$ cat config.mk
export PLATFORM = sky130hd
export DESIGN_NAME = cia_div_stage
export DESIGN_NICKNAME = d
export VERILOG_FILES = /design/src/rtl/complex_integer_alu_defines.svh /design/src/rtl/cia_pkg.sv /design/src/rtl/cia_div_stage.sv
export SDC_FILE = /design/constraint.sdc
export NUM_CORES = 1
export LEC_CHECK = 0
export BUFFER_PORTS_ARGS = -buffer_cell sky130_fd_sc_hd__buf_4
export CORE_ASPECT_RATIO = 0.5
export CORE_MARGIN = 2
export CORE_UTILIZATION = 57
export DETAILED_ROUTE_END_ITERATION = 16
export PLACE_DENSITY = 0.91
export SLEW_MARGIN = 0
export SYNTH_ARGS = -nofsm -noshare
export SYNTH_HDL_FRONTEND = slang
export SYNTH_SLANG_ARGS = --single-unit
$ cat constraint.sdc
create_clock -name clock -period 13.2 [get_ports clock]
set_input_delay 1.32 -clock clock [delete_from_list [all_inputs] [get_ports clock]]
set_output_delay 1.32 -clock clock [all_outputs]
set_load 0.02 [all_outputs]
$ cat src/rtl/complex_integer_alu_defines.svh
// ----------------------------------------------------------------------------
// Complex integer ALU assertion macros
// Shared concurrent assertion forms for the complex integer ALU.
// ----------------------------------------------------------------------------
`ifndef COMPLEX_INTEGER_ALU_DEFINES_SVH
`define COMPLEX_INTEGER_ALU_DEFINES_SVH

// Same-cycle implication, disabled while reset is high.
`define CIA_ASSERT_IMPL(label, clk, rst, ante, cons) \
   label: assert property (@(posedge clk) disable iff (rst) (ante) |-> (cons)) \
      else $error("assertion failed: label");

// Next-cycle implication, disabled while reset is high.
`define CIA_ASSERT_NEXT(label, clk, rst, ante, cons) \
   label: assert property (@(posedge clk) disable iff (rst) (ante) |=> (cons)) \
      else $error("assertion failed: label");

`endif

$ cat src/rtl/cia_pkg.sv
// ----------------------------------------------------------------------------
// Complex integer ALU package
// Opcodes, pipeline payload type and divider constants.
// ----------------------------------------------------------------------------
package cia_pkg;

   typedef enum logic [1:0] {
      OP_ADD = 2'd0,
      OP_SUB = 2'd1,
      OP_MUL = 2'd2,
      OP_DIV = 2'd3
   } opcode_type;

   // Quotient bits resolved per divider stage, and the number of stages.
   localparam int DIV_BITS           = 32;
   localparam int DIV_STEPS_PER_STAGE = 2;
   localparam int DIV_STAGES          = DIV_BITS / DIV_STEPS_PER_STAGE;

   typedef struct packed {
      logic        is_div;
      logic        dz;
      logic        neg_r;
      logic        neg_i;
      logic [33:0] res_r;
      logic [33:0] res_i;
      logic [31:0] den;
      logic [31:0] rem_r;
      logic [31:0] nq_r;
      logic [31:0] rem_i;
      logic [31:0] nq_i;
   } data_type;

endpackage

$ cat src/rtl/cia_div_stage.sv
// ----------------------------------------------------------------------------
// Complex integer ALU divider stage
// Resolves two restoring-division quotient bits for both parts.
// ----------------------------------------------------------------------------
module cia_div_stage (
   input  logic              clock,
   input  logic              reset,
   input  logic              en,
   input  logic              in_valid,
   input  cia_pkg::data_type in_data,
   output logic              out_valid,
   output cia_pkg::data_type out_data
);

   logic              valid_ff;
   cia_pkg::data_type data_ff, data_in;

   always_comb begin
      logic [32:0] tr;
      logic [32:0] ti;
      data_in = in_data;
      for (int s = 0; s < cia_pkg::DIV_STEPS_PER_STAGE; s++) begin
         tr = {data_in.rem_r, data_in.nq_r[31]};
         ti = {data_in.rem_i, data_in.nq_i[31]};
         data_in.nq_r = {data_in.nq_r[30:0], (tr >= {1'b0, data_in.den})};
         data_in.nq_i = {data_in.nq_i[30:0], (ti >= {1'b0, data_in.den})};
         if (data_in.nq_r[0]) begin
            tr = tr - {1'b0, data_in.den};
         end
         if (data_in.nq_i[0]) begin
            ti = ti - {1'b0, data_in.den};
         end
         data_in.rem_r = tr[31:0];
         data_in.rem_i = ti[31:0];
      end
   end

   always_ff @(posedge clock) begin
      if (reset) begin
         valid_ff <= 1'b0;
      end else if (en) begin
         valid_ff <= in_valid;
      end
   end

   always_ff @(posedge clock) begin
      if (en) begin
         data_ff <= data_in;
      end
   end

   assign out_valid = valid_ff;
   assign out_data  = data_ff;

endmodule
==> summary.md <==
| Metric | Value |
|---|---|
| Worst skew pair latency | `0.53 ns` |
| Hold buffer count at cts | `0` |
| Fin. Hold Viols | `0` |
| Switching share of power | `35.9%` |
| Worst Hold Path EP | `out_valid$_SDFFE_PP0P_` |
| RSZ-0062 raised after global routing | `no` |
| Sequential fraction of the synthesis area | `45.4%` |
| CTS Sinks | `233` |
| Flop pwr share | `33.9%` |
| Top FF cell, synth | `edfxtp_1` |
| Worst r2r src | `out_valid$_SDFFE_PP0P_` |
| Drt pass-1 iters | `6` |
| Fraction of layout cells with a size suffix above 1 | `32.4%` |
| FF-to-FF path depth | `2` |
| Total number of vias | `13800` |
| CTS resizes | `0` |
| RR Endpoint | `out_valid$_SDFFE_PP0P_` |
| Antenna violations before repair | `2` |
| Avg WL per Cell | `24.2 um` |
| Final Wtd Congestion | `1.03` |
| DR DRC count | `0` |
| Number of synthesis warnings | `0` |
| Seq cells post-synth | `233` |
| Max Cap Viol | `0` |
| Die Y | `120 um` |
| H-tree depth | `1` |
| VDD IR-drop max | `0.0000961 V` |
| NetSw | `0.00108 W` |
| Antenna viol nets, final | `0` |
| Largest net degree at the start of global routing | `108` |
| Setup TNS Final | `0 ns` |
| Part of the power in combinational logic | `43.8%` |
| DIE AREA | `28400 um2` |
| Data arrival, critical path | `8.78 ns` |
| Post-Syn Instances | `1387` |
| Dpl cells | `2181` |
| Setup violators final | `0` |
| Clock Skews | `0 ns` |
| Crit path max fanout | `33` |
| Mapped Nets | `1755` |
| Worst-path clk slew | `0.07 ns` |
| Achievable Freq | `118 MHz` |
| Syn Area/Cell | `11.1 um2` |
| Number of synthesized flops with an enable pin | `232` |
| Hold path startpoint | `out_valid$_SDFFE_PP0P_` |
| Io pins | `469` |
| Grt peak-use layer | `met2` |
| Period minus WS final | `8.50 ns` |
| Max transition margin | `16.1%` |
| Final worst-path cycle share | `64.4%` |
| Netlist Area Pre-Place | `15400 um2` |
| Routed WL | `53800 um` |
| DRT iter0 DRCs | `1590` |
| Gr ovfl total | `0` |
| Layout net count | `2221` |
| CTS tree | `built` |
| Placed inst area | `19200 um2` |
| Clock buffer depth | `3` |
| Reg2reg setup slack | `12.61 ns` |
| First-pass GRT wire length | `78300 um` |
| P_leak | `8.82 nW` |
| Detailed placement HPWL | `42300 um` |
| CTS Buf Count | `22` |
| Worst slew pin tran | `1.26 ns` |
| Rows | `42` |
| Met2 Usage GRT | `59.2%` |
| CP startpoint kind | `input pin` |
| Ys async rst share | `0%` |
| Clk root buf | `clkbuf_16` |
| Pint | `0.00193 W` |
| Area grow syn2layout | `29.7%` |
| GR Util All Layers | `36.6%` |
| Pwr per Cell Area | `151 nW/um2` |
| Post-CTS setup buffers | `0` |
| M1 GR Usage | `49.8%` |
| Final instance area | `20000 um2` |
| Worst Setup End Kind | `register` |
| Fillers | `1827` |
| Outcome | `finished clean` |
| DIE WIDTH | `236 um` |
| Met3 Use GR | `8.40%` |
| Clock network power share | `22.3%` |
| Class of the worst hold path | `register to register` |
| IO Port Bufs | `468` |
| Distinct cell type count after synthesis | `73` |
| Final Slew Violations | `0` |
| Core area | `26500 um2` |
| Final cell count without fillers | `2222` |
| Worst Path Required | `13.48 ns` |
| Vias per std cell | `6.22` |
| Starting Density | `58.1%` |
| Critical path class | `input pin to register` |
| Hold depth | `2` |
| Number of global-route vias before repair | `12800` |
-- through the flow --
| stage | setup slack, ns | hold slack (ns) | utilization, % | power (W) |
|---|---|---|---|---|
| after CTS | 4.87 | 0.517 | 75.3 | 0.00298 |
| after global routing | 4.31 | 0.535 | 75.3 | 0.00312 |
| final | 4.70 | 0.511 | 75.4 | 0.00300 |
| after detailed placement | 4.34 | 0.497 | 72.6 | 0.00231 |
| after global placement | 4.33 | 0.486 | 72.6 | 0.00229 |
| after floorplan | 6.45 | 0.579 | - | 0.00187 |
-- cell usage after synthesis, drive strengths merged, types with 15 or more instances --
cell	instances	share of area [%]
nor3	27	0.88
nor2b	15	0.61
o21bai	15	0.73
a31oi	15	0.61
o21ai	70	2.3
ha	128	10
a21oi	114	3.7
edfxtp	232	45
inv	81	2.0
a21o	48	2.3
nand3	28	0.91
nor2	86	2.1
xnor2	61	3.5
nand2	75	1.8
xor2	38	2.2
o21a	21	1.0
clkbuf	20	0.49
and3	19	0.77
mux2	92	7.4
o31ai	17	0.83
a211oi	15	0.80
-- flip-flops by register name, summed over array words and instances, names as in the netlist --
name / flops
out_data: 232
out_valid: 1
-- cell type report --
type	count	area [um2]	area share (%)
Antenna cell	2	5.00	0.0251
Inverter	81	304	1.52
Clock inverter	12	150	0.752
Sequential cell	233	6990	35.0
Multi-Input combinational cell	1042	7940	39.8
Timing Repair Buffer	473	3560	17.8
Tap cell	352	440	2.21
Clock buffer	27	569	2.85
-- power by group through the flow --
| stage | clock network, W | registers, W | logic (W) |
|---|---|---|---|
| finish | 0.000670 | 0.00102 | 0.00131 |
| global route | 0.000702 | 0.00103 | 0.00140 |
| CTS | 0.000672 | 0.00102 | 0.00129 |
| detailed placement | 0 | 0.00103 | 0.00128 |
| global placement | 0 | 0.00103 | 0.00126 |
| floorplan | 0 | 0.00116 | 0.000710 |
-- metal layers --
layer | share of wire (%) | vias to the layer above | routed length (um)
li1 | - | 6227 | -
met1 | 41 | 6661 | 21900
met2 | 46 | 813 | 24800
met3 | 10 | 111 | 5510
met4 | 3.0 | 0 | 1640
met5 | 0 | - | 0
-- kinds of logic after synthesis --
kind of cell	count (synthesis)	share of synthesized area, %
adders and majority gates	132	10.9
buffers and inverters	112	3.06
xor gates and xnor gates	99	5.63
AOI/OAI and AO/OA	389	16.8
DFF	233	45.4
and+or+nand+nor	319	10.1
muxes	103	8.08
-- worst max-delay path: stages --
cell and delay [ns]:
buf_4 0.14, inv_1 0.38, ha_1 0.34, nor2b_1 0.14, o31a_1 0.27, o31ai_1 0.42
a31o_2 0.29, a211oi_1 0.10, nor3_1 0.84, or2_2 0.43, inv_1 0.51, mux2_2 0.49
ha_1 0.35, a21o_1 0.18, a21o_1 0.21, a21o_1 0.19, a21o_1 0.19, a221o_1 0.42
o21a_1 0.25, o41ai_2 0.41, o2111ai_4 0.15, buf_4 0.35, mux2_4 0.37
-- layout by cell type (no fill, tap or decap), types with 5 or more instances in the layout --
| cell | count |
|---|---|
| or2_2 | 7 |
| mux2_1 | 14 |
| xor2_1 | 38 |
| a31oi_1 | 15 |
| nor3_1 | 27 |
| xnor2_1 | 61 |
| and3_1 | 19 |
| inv_1 | 81 |
| nor4_1 | 9 |
| ha_1 | 128 |
| nand4_1 | 14 |
| nand2b_1 | 10 |
| o21bai_1 | 15 |
| nand3_1 | 28 |
| nor2_1 | 86 |
| clkbuf_16 | 22 |
| edfxtp_1 | 232 |
| mux2i_1 | 11 |
| nor2b_1 | 15 |
| and2_1 | 7 |
| nand3b_1 | 5 |
| a21boi_0 | 6 |
| a2111oi_0 | 5 |
| o21a_1 | 21 |
| a21oi_1 | 114 |
| o21ai_0 | 68 |
| a21o_1 | 48 |
| mux2_2 | 52 |
| o31ai_1 | 17 |
| mux2_4 | 26 |
| buf_4 | 472 |
| o211ai_1 | 11 |
| nand2_1 | 74 |
| a211o_1 | 6 |
| clkbuf_1 | 5 |
| a211oi_1 | 13 |
-- worst max path at each step --
stage | from | cells past startpoint | slack (ns) | endpoint
6_report | in_data[129] | 23 | 4.70 | out_data[103]$_DFFE_PP_
5_1_grt | in_data[129] | 23 | 4.31 | out_data[46]$_DFFE_PP_
4_1_cts | in_data[129] | 23 | 4.87 | out_data[113]$_DFFE_PP_
3_5_place_dp | in_data[129] | 22 | 4.34 | out_data[59]$_DFFE_PP_
3_3_place_gp | in_data[129] | 23 | 4.33 | out_data[100]$_DFFE_PP_
2_1_floorplan | in_data[129] | 23 | 6.45 | out_data[100]$_DFFE_PP_
No activity file was read; power rests on OpenSTA's default activity.
